**config.mk**
```make
export PLATFORM = sky130hd
export DESIGN_NAME = keyed_ready_queue_with_arrival_staging_top
export DESIGN_NICKNAME = d
export VERILOG_FILES = /design/src/rtl/core/krqs_pkg.sv /design/src/rtl/core/krqs_ram.sv /design/src/rtl/core/krqs_ctrl.sv /design/src/rtl/core/krqs_dp.sv /design/src/rtl/core/keyed_ready_queue_with_arrival_staging_top.sv
export SDC_FILE = /design/constraint.sdc
export NUM_CORES = 2
export LEC_CHECK = 0
export BUFFER_PORTS_ARGS = -buffer_cell sky130_fd_sc_hd__buf_2
export CAP_MARGIN = 20
export CORE_MARGIN = 2
export CORE_UTILIZATION = 50
export CTS_CLUSTER_DIAMETER = 40
export DETAILED_ROUTE_END_ITERATION = 10
export HOLD_SLACK_MARGIN = 0.12
export PLACE_DENSITY = 0.66
export SETUP_SLACK_MARGIN = 0.1
export SLEW_MARGIN = 15
export SYNTH_ARGS = -nofsm -noshare
export SYNTH_HDL_FRONTEND = slang
export SYNTH_SLANG_ARGS = --single-unit
export TNS_END_PERCENT = 20
```
**constraint.sdc**
```tcl
create_clock -name clk_i -period 7.7 [get_ports clk_i]
set_input_delay 0.385 -clock clk_i [delete_from_list [all_inputs] [get_ports clk_i]]
set_output_delay 0.385 -clock clk_i [all_outputs]
set_load 0.01 [all_outputs]
```
**src/rtl/core/krqs_pkg.sv**
```systemverilog
`default_nettype none
package krqs_pkg;

  localparam int unsigned READY_DEPTH_DEF = 16;
  localparam int unsigned STAGE_DEPTH_DEF = 16;

  localparam logic [2:0] FUNC_INS_LIVE  = 3'd0;
  localparam logic [2:0] FUNC_INS_STAGE = 3'd1;
  localparam logic [2:0] FUNC_POP       = 3'd2;
  localparam logic [2:0] FUNC_TICK      = 3'd3;

  localparam logic [1:0] STS_OK          = 2'd0;
  localparam logic [1:0] STS_READY_FULL  = 2'd1;
  localparam logic [1:0] STS_STAGE_FULL  = 2'd2;
  localparam logic [1:0] STS_POP_EMPTY   = 2'd3;

  localparam logic [1:0] MODE_PRIORITY = 2'd1;
  localparam logic [1:0] MODE_BURST    = 2'd2;

  localparam logic [15:0] TIME_MAX = 16'hFFFF;

  typedef struct packed {
    logic [7:0]  id;
    logic [15:0] arrival;
    logic [7:0]  prio;
    logic [15:0] burst;
  } entry_t;

  localparam int unsigned ENTRY_W = $bits(entry_t);

  typedef enum logic [3:0] {
    ST_IDLE,
    ST_EXEC,
    ST_TICK_RD,
    ST_TICK_CHK,
    ST_SCAN_BEGIN,
    ST_SCAN,
    ST_SHIFT_RD,
    ST_SHIFT_WR,
    ST_FINISH
  } state_e;

  typedef struct packed {
    logic accept;
    logic exec;
    logic tick_chk;
    logic scan_begin;
    logic scan_step;
    logic shift_rd;
    logic shift_wr;
  } cmd_t;

  typedef struct packed {
    logic is_tick;
    logic is_pop;
    logic scan_done;
    logic best_valid;
    logic shift_more;
    logic tick_last;
  } sts_t;

  // Sort key under the current mode; the unused mode falls back to arrival.
  function automatic logic [15:0] key_of(entry_t e, logic [1:0] mode);
    logic [15:0] k;
    case (mode)
      MODE_PRIORITY: k = {8'd0, e.prio};
      MODE_BURST:    k = e.burst;
      default:       k = e.arrival;
    endcase
    return k;
  endfunction

endpackage
`default_nettype wire

```
**src/rtl/core/krqs_ram.sv**
```systemverilog
`default_nettype none
module krqs_ram #(
  parameter int unsigned WIDTH = 48,
  parameter int unsigned DEPTH = 16
) (
  input  wire logic                                       clk_i,
  input  wire logic                                       we_i,
  input  wire logic [((DEPTH > 1) ? $clog2(DEPTH) : 1)-1:0] waddr_i,
  input  wire logic [WIDTH-1:0]                           wdata_i,
  input  wire logic [((DEPTH > 1) ? $clog2(DEPTH) : 1)-1:0] raddr_i,
  output logic      [WIDTH-1:0]                           rdata_o
);
  logic [WIDTH-1:0] mem_q [DEPTH];

  always_ff @(posedge clk_i) begin
    if (we_i) begin
      mem_q[waddr_i] <= wdata_i;
    end
    rdata_o <= mem_q[raddr_i];
  end
endmodule
`default_nettype wire

```
**src/rtl/core/krqs_ctrl.sv**
```systemverilog
`default_nettype none
module krqs_ctrl (
  input  wire logic          clk_i,
  input  wire logic          rst_ni,
  input  wire logic          start_i,
  input  krqs_pkg::sts_t     sts_i,
  output krqs_pkg::cmd_t     cmd_o,
  output logic               busy_o,
  output logic               result_valid_o
);
  krqs_pkg::state_e state_q, state_d;

  always_ff @(posedge clk_i or negedge rst_ni) begin
    if (!rst_ni) begin
      state_q <= krqs_pkg::ST_IDLE;
    end else begin
      state_q <= state_d;
    end
  end

  always_comb begin
    state_d = state_q;
    unique case (state_q)
      krqs_pkg::ST_IDLE:       if (start_i) state_d = krqs_pkg::ST_EXEC;
      krqs_pkg::ST_EXEC:       state_d = sts_i.is_tick ? krqs_pkg::ST_TICK_RD
                                                       : krqs_pkg::ST_SCAN_BEGIN;
      krqs_pkg::ST_TICK_RD:    state_d = krqs_pkg::ST_TICK_CHK;
      krqs_pkg::ST_TICK_CHK:   state_d = sts_i.tick_last ? krqs_pkg::ST_SCAN_BEGIN
                                                         : krqs_pkg::ST_TICK_RD;
      krqs_pkg::ST_SCAN_BEGIN: state_d = krqs_pkg::ST_SCAN;
      krqs_pkg::ST_SCAN: begin
        if (sts_i.scan_done) begin
          state_d = (sts_i.is_pop && sts_i.best_valid) ? krqs_pkg::ST_SHIFT_RD
                                                        : krqs_pkg::ST_FINISH;
        end
      end
      krqs_pkg::ST_SHIFT_RD:   state_d = sts_i.shift_more ? krqs_pkg::ST_SHIFT_WR
                                                          : krqs_pkg::ST_FINISH;
      krqs_pkg::ST_SHIFT_WR:   state_d = krqs_pkg::ST_SHIFT_RD;
      krqs_pkg::ST_FINISH:     state_d = krqs_pkg::ST_IDLE;
      default:                 state_d = krqs_pkg::ST_IDLE;
    endcase
  end

  always_comb begin
    cmd_o            = '0;
    busy_o           = (state_q != krqs_pkg::ST_IDLE);
    result_valid_o   = (state_q == krqs_pkg::ST_FINISH);
    cmd_o.accept     = (state_q == krqs_pkg::ST_IDLE) && start_i;
    cmd_o.exec       = (state_q == krqs_pkg::ST_EXEC);
    cmd_o.tick_chk   = (state_q == krqs_pkg::ST_TICK_CHK);
    cmd_o.scan_begin = (state_q == krqs_pkg::ST_SCAN_BEGIN);
    cmd_o.scan_step  = (state_q == krqs_pkg::ST_SCAN);
    cmd_o.shift_rd   = (state_q == krqs_pkg::ST_SHIFT_RD);
    cmd_o.shift_wr   = (state_q == krqs_pkg::ST_SHIFT_WR);
  end
endmodule
`default_nettype wire

```
**src/rtl/core/krqs_dp.sv**
```systemverilog
`default_nettype none
module krqs_dp #(
  parameter int unsigned READY_DEPTH = krqs_pkg::READY_DEPTH_DEF,
  parameter int unsigned STAGE_DEPTH = krqs_pkg::STAGE_DEPTH_DEF
) (
  input  wire logic          clk_i,
  input  wire logic          rst_ni,
  input  krqs_pkg::cmd_t     cmd_i,
  output krqs_pkg::sts_t     sts_o,
  input  wire logic          cfg_we_i,
  input  wire logic [1:0]    cfg_data_i,
  input  wire logic [2:0]    func_i,
  input  wire logic [7:0]    proc_id_i,
  input  wire logic [15:0]   arrival_i,
  input  wire logic [7:0]    priority_req_i,
  input  wire logic [15:0]   burst_i,
  output logic      [7:0]    out_id_o,
  output logic      [15:0]   out_arrival_o,
  output logic      [7:0]    out_priority_o,
  output logic      [15:0]   out_burst_o,
  output logic               out_valid_o,
  output logic               queue_empty_o,
  output logic      [4:0]    ready_count_o,
  output logic      [15:0]   current_time_o,
  output logic      [1:0]    status_o
);
  localparam int unsigned RIW = $clog2(READY_DEPTH);
  localparam int unsigned OCW = $clog2(READY_DEPTH + 1);
  localparam int unsigned SIW = (STAGE_DEPTH > 1) ? $clog2(STAGE_DEPTH) : 1;
  localparam int unsigned EW  = krqs_pkg::ENTRY_W;

  // control state
  logic [OCW-1:0]         occ_q, occ_d;
  logic [STAGE_DEPTH-1:0] svalid_q, svalid_d;
  logic [15:0]            time_q, time_d;
  logic [1:0]             mode_q;
  logic                   rv_q;
  logic                   best_valid_q, best_valid_d;

  // payload
  logic [2:0]             func_q;
  krqs_pkg::entry_t       item_q;
  krqs_pkg::entry_t       best_q, best_d;
  logic [1:0]             status_q, status_d;
  logic [OCW-1:0]         sc_q, sc_d;
  logic [OCW-1:0]         sh_q, sh_d;
  logic [RIW-1:0]         ridx_q;
  logic [SIW-1:0]         ti_q, ti_d;

  // memory ports
  logic                   r_we, s_we;
  logic [RIW-1:0]         r_waddr, r_raddr;
  logic [EW-1:0]          r_wdata, r_rdata_raw, s_rdata_raw;
  logic [SIW-1:0]         s_waddr;
  krqs_pkg::entry_t       r_rdata, s_rdata;

  logic                   issue;
  logic [OCW-1:0]         sh_inc;
  logic                   full;
  logic [SIW-1:0]         free_idx;
  logic                   free_found;
  logic                   due;

  assign r_rdata = krqs_pkg::entry_t'(r_rdata_raw);
  assign s_rdata = krqs_pkg::entry_t'(s_rdata_raw);
  assign sh_inc  = sh_q + OCW'(1);
  assign full    = (occ_q == OCW'(READY_DEPTH));
  assign issue   = cmd_i.scan_step && (sc_q < occ_q);
  assign due     = svalid_q[ti_q] && (s_rdata.arrival == time_q);

  // lowest free staging slot
  always_comb begin
    free_idx = '0;
    for (int i = STAGE_DEPTH - 1; i >= 0; i--) begin
      if (!svalid_q[i]) begin
        free_idx = SIW'(i);
      end
    end
    free_found = ~&svalid_q;
  end

  krqs_ram #(.WIDTH(EW), .DEPTH(READY_DEPTH)) u_ready_ram (
    .clk_i   (clk_i),
    .we_i    (r_we),
    .waddr_i (r_waddr),
    .wdata_i (r_wdata),
    .raddr_i (r_raddr),
    .rdata_o (r_rdata_raw)
  );

  krqs_ram #(.WIDTH(EW), .DEPTH(STAGE_DEPTH)) u_stage_ram (
    .clk_i   (clk_i),
    .we_i    (s_we),
    .waddr_i (s_waddr),
    .wdata_i (item_q),
    .raddr_i (ti_q),
    .rdata_o (s_rdata_raw)
  );

  assign s_we    = cmd_i.exec && (func_q == krqs_pkg::FUNC_INS_STAGE) && free_found;
  assign s_waddr = free_idx;
  assign r_raddr = cmd_i.shift_rd ? sh_inc[RIW-1:0] : sc_q[RIW-1:0];

  always_comb begin
    occ_d        = occ_q;
    svalid_d     = svalid_q;
    time_d       = time_q;
    best_d       = best_q;
    best_valid_d = best_valid_q;
    status_d     = status_q;
    sc_d         = sc_q;
    sh_d         = sh_q;
    ti_d         = ti_q;
    r_we         = 1'b0;
    r_waddr      = occ_q[RIW-1:0];
    r_wdata      = item_q;

    if (cmd_i.accept) begin
      status_d = krqs_pkg::STS_OK;
      ti_d     = '0;
    end

    if (cmd_i.exec) begin
      case (func_q)
        krqs_pkg::FUNC_INS_LIVE: begin
          if (full) begin
            status_d = krqs_pkg::STS_READY_FULL;
          end else begin
            r_we  = 1'b1;
            occ_d = occ_q + OCW'(1);
          end
        end
        krqs_pkg::FUNC_INS_STAGE: begin
          if (free_found) begin
            svalid_d[free_idx] = 1'b1;
          end else begin
            status_d = krqs_pkg::STS_STAGE_FULL;
          end
        end
        krqs_pkg::FUNC_POP: begin
          if (occ_q == '0) status_d = krqs_pkg::STS_POP_EMPTY;
        end
        default: ;
      endcase
    end

    if (cmd_i.tick_chk) begin
      if (due) begin
        svalid_d[ti_q] = 1'b0;
        if (full) begin
          status_d = krqs_pkg::STS_READY_FULL;
        end else begin
          r_we    = 1'b1;
          r_wdata = s_rdata;
          occ_d   = occ_q + OCW'(1);
        end
      end
      ti_d = ti_q + SIW'(1);
      if (sts_o.tick_last && (time_q != krqs_pkg::TIME_MAX)) begin
        time_d = time_q + 16'd1;
      end
    end

    if (cmd_i.scan_begin) begin
      sc_d         = '0;
      best_valid_d = 1'b0;
    end
    if (issue) begin
      sc_d = sc_q + OCW'(1);
    end
    // strict less keeps the oldest among equal keys
    if (rv_q) begin
      if (!best_valid_q || (krqs_pkg::key_of(r_rdata, mode_q) <
                            krqs_pkg::key_of(best_q, mode_q))) begin
        best_d       = r_rdata;
        best_valid_d = 1'b1;
        sh_d         = OCW'(ridx_q);
      end
    end

    if (cmd_i.shift_rd && !sts_o.shift_more) begin
      occ_d = occ_q - OCW'(1);
    end
    if (cmd_i.shift_wr) begin
      r_we    = 1'b1;
      r_waddr = sh_q[RIW-1:0];
      r_wdata = r_rdata;
      sh_d    = sh_inc;
    end
  end

  always_ff @(posedge clk_i or negedge rst_ni) begin
    if (!rst_ni) begin
      occ_q        <= '0;
      svalid_q     <= '0;
      time_q       <= '0;
      mode_q       <= '0;
      rv_q         <= 1'b0;
      best_valid_q <= 1'b0;
    end else begin
      occ_q        <= occ_d;
      svalid_q     <= svalid_d;
      time_q       <= time_d;
      rv_q         <= issue;
      best_valid_q <= best_valid_d;
      if (cfg_we_i) mode_q <= cfg_data_i;
    end
  end

  always_ff @(posedge clk_i) begin
    if (cmd_i.accept) begin
      func_q  <= func_i;
      item_q  <= '{id: proc_id_i, arrival: arrival_i, prio: priority_req_i, burst: burst_i};
    end
    best_q   <= best_d;
    status_q <= status_d;
    sc_q     <= sc_d;
    sh_q     <= sh_d;
    ti_q     <= ti_d;
    ridx_q   <= sc_q[RIW-1:0];
  end

  always_comb begin
    sts_o.is_tick    = (func_q == krqs_pkg::FUNC_TICK);
    sts_o.is_pop     = (func_q == krqs_pkg::FUNC_POP);
    sts_o.scan_done  = !(sc_q < occ_q) && !rv_q;
    sts_o.best_valid = best_valid_q;
    sts_o.shift_more = (sh_inc < occ_q);
    sts_o.tick_last  = (ti_q == SIW'(STAGE_DEPTH - 1));
  end

  assign out_id_o       = best_valid_q ? best_q.id      : '0;
  assign out_arrival_o  = best_valid_q ? best_q.arrival : '0;
  assign out_priority_o = best_valid_q ? best_q.prio    : '0;
  assign out_burst_o    = best_valid_q ? best_q.burst   : '0;
  assign out_valid_o    = best_valid_q;
  assign queue_empty_o  = (occ_q == '0);
  assign ready_count_o  = 5'(occ_q);
  assign current_time_o = time_q;
  assign status_o       = status_q;
endmodule
`default_nettype wire

```
**src/rtl/core/keyed_ready_queue_with_arrival_staging_top.sv**
```systemverilog
`default_nettype none
// Scheduler ready queue: entries leave in order of smallest key (arrival,
// priority or burst, picked by sort_mode); equal keys leave oldest first.
// Command channel: an item is taken on a rising edge with start high and
// busy low. func selects insert live, insert staged, pop, tick or peek.
// Every command yields exactly one result, held on the result ports for
// one cycle with result_valid_o high; the receiver cannot stall it, so the
// transfer completes on that edge.
// Config channel: cfg_valid_i/cfg_ready_o transfer sort_mode; ready is high
// whenever the block is idle.
// Command flow: the head is found by a scan of the ready RAM, one entry
// per cycle through its registered read port. A pop then shifts each
// entry behind the head down by one to close the gap. A tick first walks
// the staging RAM, reading and checking every slot, before the scan. No
// new command is taken until the result is out.
// Reset (asynchronous, active low) empties the queue, clears all staging
// slots, time and sort_mode; RAM contents are left as they are.
module keyed_ready_queue_with_arrival_staging_top #(
  parameter int unsigned READY_DEPTH = krqs_pkg::READY_DEPTH_DEF,
  parameter int unsigned STAGE_DEPTH = krqs_pkg::STAGE_DEPTH_DEF
) (
  input  wire logic          clk_i,
  input  wire logic          rst_ni,
  input  wire logic          start,
  output logic               busy,
  input  wire logic          cfg_valid_i,
  output logic               cfg_ready_o,
  input  wire logic [1:0]    cfg_data_i,
  input  wire logic [2:0]    func_i,
  input  wire logic [7:0]    proc_id_i,
  input  wire logic [15:0]   arrival_i,
  input  wire logic [7:0]    priority_req_i,
  input  wire logic [15:0]   burst_i,
  output logic               result_valid_o,
  output logic      [7:0]    out_id_o,
  output logic      [15:0]   out_arrival_o,
  output logic      [7:0]    out_priority_o,
  output logic      [15:0]   out_burst_o,
  output logic               out_valid_o,
  output logic               queue_empty_o,
  output logic      [4:0]    ready_count_o,
  output logic      [15:0]   current_time_o,
  output logic      [1:0]    status_o
);
  krqs_pkg::cmd_t cmd;
  krqs_pkg::sts_t sts;

  // config only while idle
  assign cfg_ready_o = !busy;

  krqs_ctrl u_ctrl (
    .clk_i          (clk_i),
    .rst_ni         (rst_ni),
    .start_i        (start),
    .sts_i          (sts),
    .cmd_o          (cmd),
    .busy_o         (busy),
    .result_valid_o (result_valid_o)
  );

  krqs_dp #(
    .READY_DEPTH (READY_DEPTH),
    .STAGE_DEPTH (STAGE_DEPTH)
  ) u_dp (
    .clk_i          (clk_i),
    .rst_ni         (rst_ni),
    .cmd_i          (cmd),
    .sts_o          (sts),
    .cfg_we_i       (cfg_valid_i && cfg_ready_o),
    .cfg_data_i     (cfg_data_i),
    .func_i         (func_i),
    .proc_id_i      (proc_id_i),
    .arrival_i      (arrival_i),
    .priority_req_i (priority_req_i),
    .burst_i        (burst_i),
    .out_id_o       (out_id_o),
    .out_arrival_o  (out_arrival_o),
    .out_priority_o (out_priority_o),
    .out_burst_o    (out_burst_o),
    .out_valid_o    (out_valid_o),
    .queue_empty_o  (queue_empty_o),
    .ready_count_o  (ready_count_o),
    .current_time_o (current_time_o),
    .status_o       (status_o)
  );
endmodule
`default_nettype wire

```
; Yosys cells after proc, flatten, opt, wreduce, memory -nomap -nowiden
; Memory sizes are Yosys's and may differ from the RTL's. A register that Yosys moved wholly into a read port is not among the register bits.
; Index checks and enable logic that the tools add are counted.
[totals]
reg_bits = 164
ramBits = 1536
inputBits = 57
out_inout_bits = 76
elab_cells = 175
mem_count = 2
[classes]
addsub = 6
magnitude_cmp = 7
eq_ne = 19
mux = 85
n_bitwise = 3
reduce_logical = 32
[mem_list]
columns = memory, words, width, rd, rd_ports_with_merged_regs, write_ports, line_no
row1 = u_dp.u_ready_ram.mem_q, 16, 48, 1, 1, 1, krqs_ram.sv:13  ; logic [WIDTH-1:0] mem_q [DEPTH];
row2 = u_dp.u_stage_ram.mem_q, 16, 48, 1, 1, 1, krqs_ram.sv:13
[ops]
columns = op, n
row1 = $mux 48, 4
row2 = $mux 16, 9
row3 = $mux 4, 24
row4 = $pmux 16 s2, 2
row5 = $mux 5, 12
row6 = $pmux 4 s8, 1
row7 = $mux 1, 17
row8 = $add 16x1->16 const B, 1
row9 = $and 16x16->16, 1
row10 = $eq 16x16->1, 1
row11 = $eq 4x3->1 const B, 4
row12 = $lt 16x16->1, 1
row13 = $mux 2, 8
row14 = $mux 8, 2
row15 = $ne 16x16->1 const B, 1
row16 = $not 16->16, 1
row17 = $or 16x16->16, 1
row18 = $reduce_and 16->1, 1
row19 = $add 5x1->5 const B, 3
row20 = $logic_and 1x1->1, 12
row21 = $lt 4x5->1 const B, 2
row22 = $lt 5x5->1, 2
row23 = $demux 1 s4, 2
row24 = $eq 4x2->1 const B, 2
row25 = other kinds (22), 38

; Logic depth before layout (Yosys ltp)
[depth]
depth_word = 27
ltp_mapped = 15
ltp_nobuf = 13

; Hierarchy
; A second synthesis with hierarchy kept.
[hier_totals]
cells_unflattened = 3383
area_unflattened_um2 = 68599.5
[modules_own_cells]
columns = mod, n_inst, cells_per_inst, area_each_um2, seq_area_each_um2
row1 = krqs_ram, 2, 1242, 29694.7, 24023.0
row2 = krqs_dp, 1, 852, 8784.7, 4539.4
row3 = krqs_ctrl, 1, 45, 415.4, 100.1
row4 = keyed_ready_queue_with_arrival_staging_top, 1, 2, 10.0, 0.0

; Least setup slack after synthesis
; No wires, ideal clock.
[synth_path]
path_type = register -> register
startpoint = register u_ctrl.state_q[1]
endpoint = memory u_dp.u_stage_ram.mem_q[13][0], enable pin
setup_ns = 0.515
t_arrival_ns = 4.702
t_required_ns = 7.185
path_slack_ns = 2.483
stages_incl_launch_ff = 7
n_path_buf = 1
synth_period_minus_slack_ns = 5.217
cell_sequence = dfrtp_1 > buf_2 > nand2b_1 > nor4_1 > and2_1 > nand3_1 > nor3_1
[synth_between]
elab_chain_cells = 5
[synth_lines]
columns = item, line_no
row1 = "start, declared", krqs_ctrl.sv:11  ; krqs_pkg::state_e state_q, state_d;
row2 = "start signal, assigned", krqs_ctrl.sv:15  ; state_q <= krqs_pkg::ST_IDLE;
row3 = "start signal, assigned", krqs_ctrl.sv:17  ; state_q <= state_d;
row4 = $eq 4x1->1, krqs_ctrl.sv:50  ; cmd_o.exec = (state_q == krqs_pkg::ST_EXEC);
row5 = $logic_and 1x1->1 (2 in series), krqs_dp.sv:100  ; assign s_we = cmd_i.exec && (func_q == krqs_pkg::FUNC_INS_STAGE) && free_found;
row6 = $mux 1, krqs_ram.sv:16  ; if (we_i) begin
row7 = $mux 1 (implied by the code), krqs_ram.sv:17  ; mem_q[waddr_i] <= wdata_i;
row8 = "end, declared", krqs_ram.sv:13
; Every way passes these cells.

; Worst setup path in the final report
[layout_path]
startpoint = register u_dp.ti_q[0]
endpoint = memory u_dp.u_ready_ram.mem_q[13][33], enable pin
[layout_between]
elab_chain_cells = 8
[layout_lines]
columns = item, line_no
row1 = "start, declared", krqs_dp.sv:48  ; logic [SIW-1:0] ti_q, ti_d;
row2 = "start signal, assigned", krqs_dp.sv:219  ; ti_q <= ti_d;
row3 = $bmux 1 s4, krqs_dp.sv:69  ; assign due = svalid_q[ti_q] && (s_rdata.arrival == time_q);
row4 = $mux 1 (implied by the code), krqs_dp.sv:69
row5 = $logic_and 1x1->1, krqs_dp.sv:69
row6 = $mux 1, krqs_dp.sv:148  ; if (due) begin
row7 = $mux 1, krqs_dp.sv:147  ; if (cmd_i.tick_chk) begin
row8 = $mux 1, krqs_dp.sv:184  ; if (cmd_i.shift_wr) begin
row9 = $mux 1, krqs_ram.sv:16
row10 = $mux 1 (implied by the code), krqs_ram.sv:17
row11 = "end, declared", krqs_ram.sv:13
; Every way passes these cells. The select of a mux whose other input is x is not followed.

==> impl_metrics.py <==
metrics = {
    "placement": {
        "hpwlAfterDp_um": 99200,
        "gp_congestion": 0.829,
        "portBuffers": 132,
    },
    "synth": {
        "synthFlopType": "edfxtp_1",
        "synth_top_area_cell": "edfxtp_1",
        "synth_compound_area_frac": 0.0673,
        "yosysTopAreaCellShare": 0.707,
        "synth_top_family_by_area": "multiplexers",
        "syn_inst": 3993,
        "synth.area.mux_share": 0.101,
        "synth_area_per_cell_um2": 17.5,
        "netlist_area_um2": 70100,
        "synth-edff-count": 1649,
        "synth_fp_nets": 4084,
        "yosysMostFrequentCell": "edfxtp_1",
        "synthAdderAreaFrac": 0.00607,
        "async_flop_share": 0.0251,
        "yosys_warnings": 0,
        "synth-simple-area-share": 0.0520,
        "ys_ff_latch": 1796,
        "synth-xor-area-share": 0.00513,
        "yosysUniqueCellTypes": 60,
        "yosysSeqAreaShare": 0.752,
        "synth.top_cells.by_area": "edfxtp_1 (71%), mux4_2 (7.8%), a211oi_1 (3.6%)",
        "yosys-top-cells-count": "edfxtp_1 (1649), a211oi_1 (336), nand2_1 (263)",
    },
    "global_routing": {
        "grt_pass1_wl_um": 253000,
        "grt-ovfl-total": 0,
        "grt_max_degree": 161,
        "grt_antenna_before_repair": 3,
        "groute.usage.overall": 0.245,
        "grt_pass1_vias": 36800,
    },
    "clocking": {
        "clk_pin_slew_ns": 0.06,
        "clk_latency_ns": 0.81,
        "tritoncts": "done",
        "cts.sinks": 1796,
        "cts_buffer_depth": 3,
        "clockRootBuffer": "clkbuf_16",
        "post-cts-setup-buffer-count": 0,
        "cts_made_buffers": 195,
        "ctsResizeCount": 0,
        "cts.htree.levels": 4,
    },
    "setup_path": {
        "crit_fanout": 98,
        "critPathCaptureType": "register",
        "critical_path.max_stage_delay_ns": 1.01,
        "slowest_stage": "nor2_4",
        "cp-start-kind": "register",
        "r2r_cells": 9,
        "rrSetupSlack_ns": 2.74,
        "path_class": "register to register",
        "r2r-start": "u_dp.ti_q[0]",
        "reg2reg_to": "u_dp.u_ready_ram.mem_q[13][33]",
        "path_cells": "buf_12 -> mux4_2 -> nor2b_1 -> nor4_1 -> and3_1 -> nand2b_1 -> a31oi_1 -> nor2_4 -> buf_4",
        "cp.arrival_ns": 5.43,
        "crit_required_ns": 8.17,
    },
    "power_and_ir_drop": {
        "p_per_area_nw_per_um2": 367,
        "p_sw_uw": 9340,
        "leakage_uw": 0.0268,
        "ir_worst_vdd_v": 0.000390,
        "p_int_uw": 20300,
        "pwr-share-clk": 0.328,
        "seqPwrFrac": 0.439,
        "netSwitchingFraction": 0.315,
        "p_comb_frac": 0.234,
    },
    "sta": {
        "drv_slew": 0,
        "holdWs_ns": 0.226,
        "setup_viol": 0,
        "clock_skew_ns": 0.0261,
        "period_minus_slack_ns": 4.96,
        "tns_ns": 0,
        "fmax_mhz": 201,
        "worst-slew-pin-transition_ns": 1.22,
        "max_slew_margin": 0.176,
        "grt_setup_unrepaired": "false",
        "finalCritPeriodShare": 0.645,
        "hold_viol": 0,
    },
    "route": {
        "wl_per_cell_um": 27.8,
        "first_pass_iters": 6,
        "routed_wl_um": 174000,
        "first_iter_violations": 4700,
        "via_count": 37900,
        "vias_per_cell": 6.03,
        "drc": 0,
        "ant_nets": 0,
    },
    "floorplanning": {
        "rows": 137,
        "io_pins": 133,
        "core_area_um2": 139000,
        "die_w_um": 378,
        "die_area_um2": 143000,
        "start_util": 0.503,
        "die_h_um": 378,
    },
    "run_status": {
        "status": "completed",
    },
    "layout": {
        "fill_cells": 10400,
        "drive_above_1_share": 0.197,
        "area_growth_pct": 15.1,
        "nets": 4327,
    },
    "run": {
        "maxCapViolations": 0,
    },
    "worst_hold_path": {
        "worstHoldPathCells": 4,
        "hold-path-endpoint": "u_ctrl.state_q[2]",
        "hp-class": "input pin to register",
        "worstHoldStart": "start",
    },
}
-- kinds of logic (layout without fill, tap and decap cells) --
kind of cell / Yosys count / in the layout
flops: 1796 / 1796
buf+inv: 270 / 683
other cells: 0 / 2
fa+ha+maj: 34 / 34
compound gates: 717 / 717
simple gates: 737 / 737
mux: 398 / 398
xor+xnor: 41 / 41
-- worst max path at each step --
stage | start | to
final | u_dp.ti_q[0] | u_dp.u_ready_ram.mem_q[13][33]
after global placement | u_dp.ti_q[0] | u_dp.u_ready_ram.mem_q[5][44]
after CTS | u_dp.ti_q[0] | u_dp.u_ready_ram.mem_q[13][33]
after global routing | u_dp.ti_q[0] | u_dp.u_ready_ram.mem_q[5][39]
after floorplan | u_ctrl.state_q[1] | u_dp.u_stage_ram.mem_q[13][0]
after detailed placement | u_dp.ti_q[0] | u_dp.u_ready_ram.mem_q[13][33]
-- metrics by stage --
stage          power [µW]  cells  utilization  area [µm²]  setup slack, ns
6_report            29600   6284        0.579       80600             2.74
5_1_grt             30800   6282        0.579       80600             2.45
4_1_cts             29700   6279        0.578       80600             2.73
3_5_place_dp        20000   5856        0.525       73200             2.75
3_3_place_gp        19900   5852        0.525       73100             2.74
2_1_floorplan       17300   3993            -       70100             2.48
-- critical path, delay by kind of cell, from the launching register on --
family / cells / cell delay, ns
compound gates: 1 / 0.38
flops: 1 / 0.37
simple gates: 5 / 2.37
buf+inv: 2 / 1.05
mux: 1 / 0.36
-- power by group through the flow --
stage,Sequential (µW),Clock (µW),Combinational (µW)
2_1_floorplan,12500,0,4830
3_3_place_gp,13200,0,6730
3_5_place_dp,13200,0,6830
4_1_cts,13000,9820,6890
5_1_grt,13000,10200,7530
6_report,13000,9700,6920
-- sequential cells by signal (all words and copies together) (netlist names), 16 cells and up --
register / cells
u_dp.u_stage_ram.mem_q: 768
u_dp.best_q: 48
u_dp.u_ready_ram.rdata_o: 48
u_dp.u_stage_ram.rdata_o: 48
u_dp.current_time_o: 16
u_dp.u_ready_ram.mem_q: 768
u_dp.svalid_q: 16
u_dp.item_q: 48
-- cells in the final DEF (no fill, tap or decap), types with 29 or more instances in the layout --
cell type      count
a31oi_1          107
buf_2            132
o21ai_0           30
mux2i_1          148
clkbuf_16        198
buf_4             91
dfrtp_1           44
edfxtp_1        1649
mux4_2           244
nor2_1            98
nand2_1          263
dfxtp_1          102
xnor2_1           31
dlygate4sd3_1     56
and2_1           227
a211oi_1         336
ha_1              33
nand3_1           29
a21oi_1          167
-- cell type report --
| cell class | instances | area, µm² | area share |
|---|---|---|---|
| timing repair buffer | 291 | 2150 | 0.0266 |
| clock buffer | 236 | 5200 | 0.0644 |
| clock inverter | 131 | 1600 | 0.0198 |
| antenna | 2 | 5.00 | 0.0000621 |
| tap | 1876 | 2350 | 0.0291 |
| inverter | 25 | 93.8 | 0.00116 |
| sequential | 1796 | 52700 | 0.653 |
| multi-input combinational | 1927 | 16600 | 0.205 |
-- repair_timing --
item                       CTS  global route
setup endpoints to repair    0             0
hold buffers                56             0
hold endpoints to repair    98             0
-- metal layers --
layer  routed length (µm)  global-route usage
met4                 4320              0.0726
met5                    0                   0
met1                74400               0.367
met3                16000              0.0491
met2                79700               0.366
(Power assumes the default switching activity.)
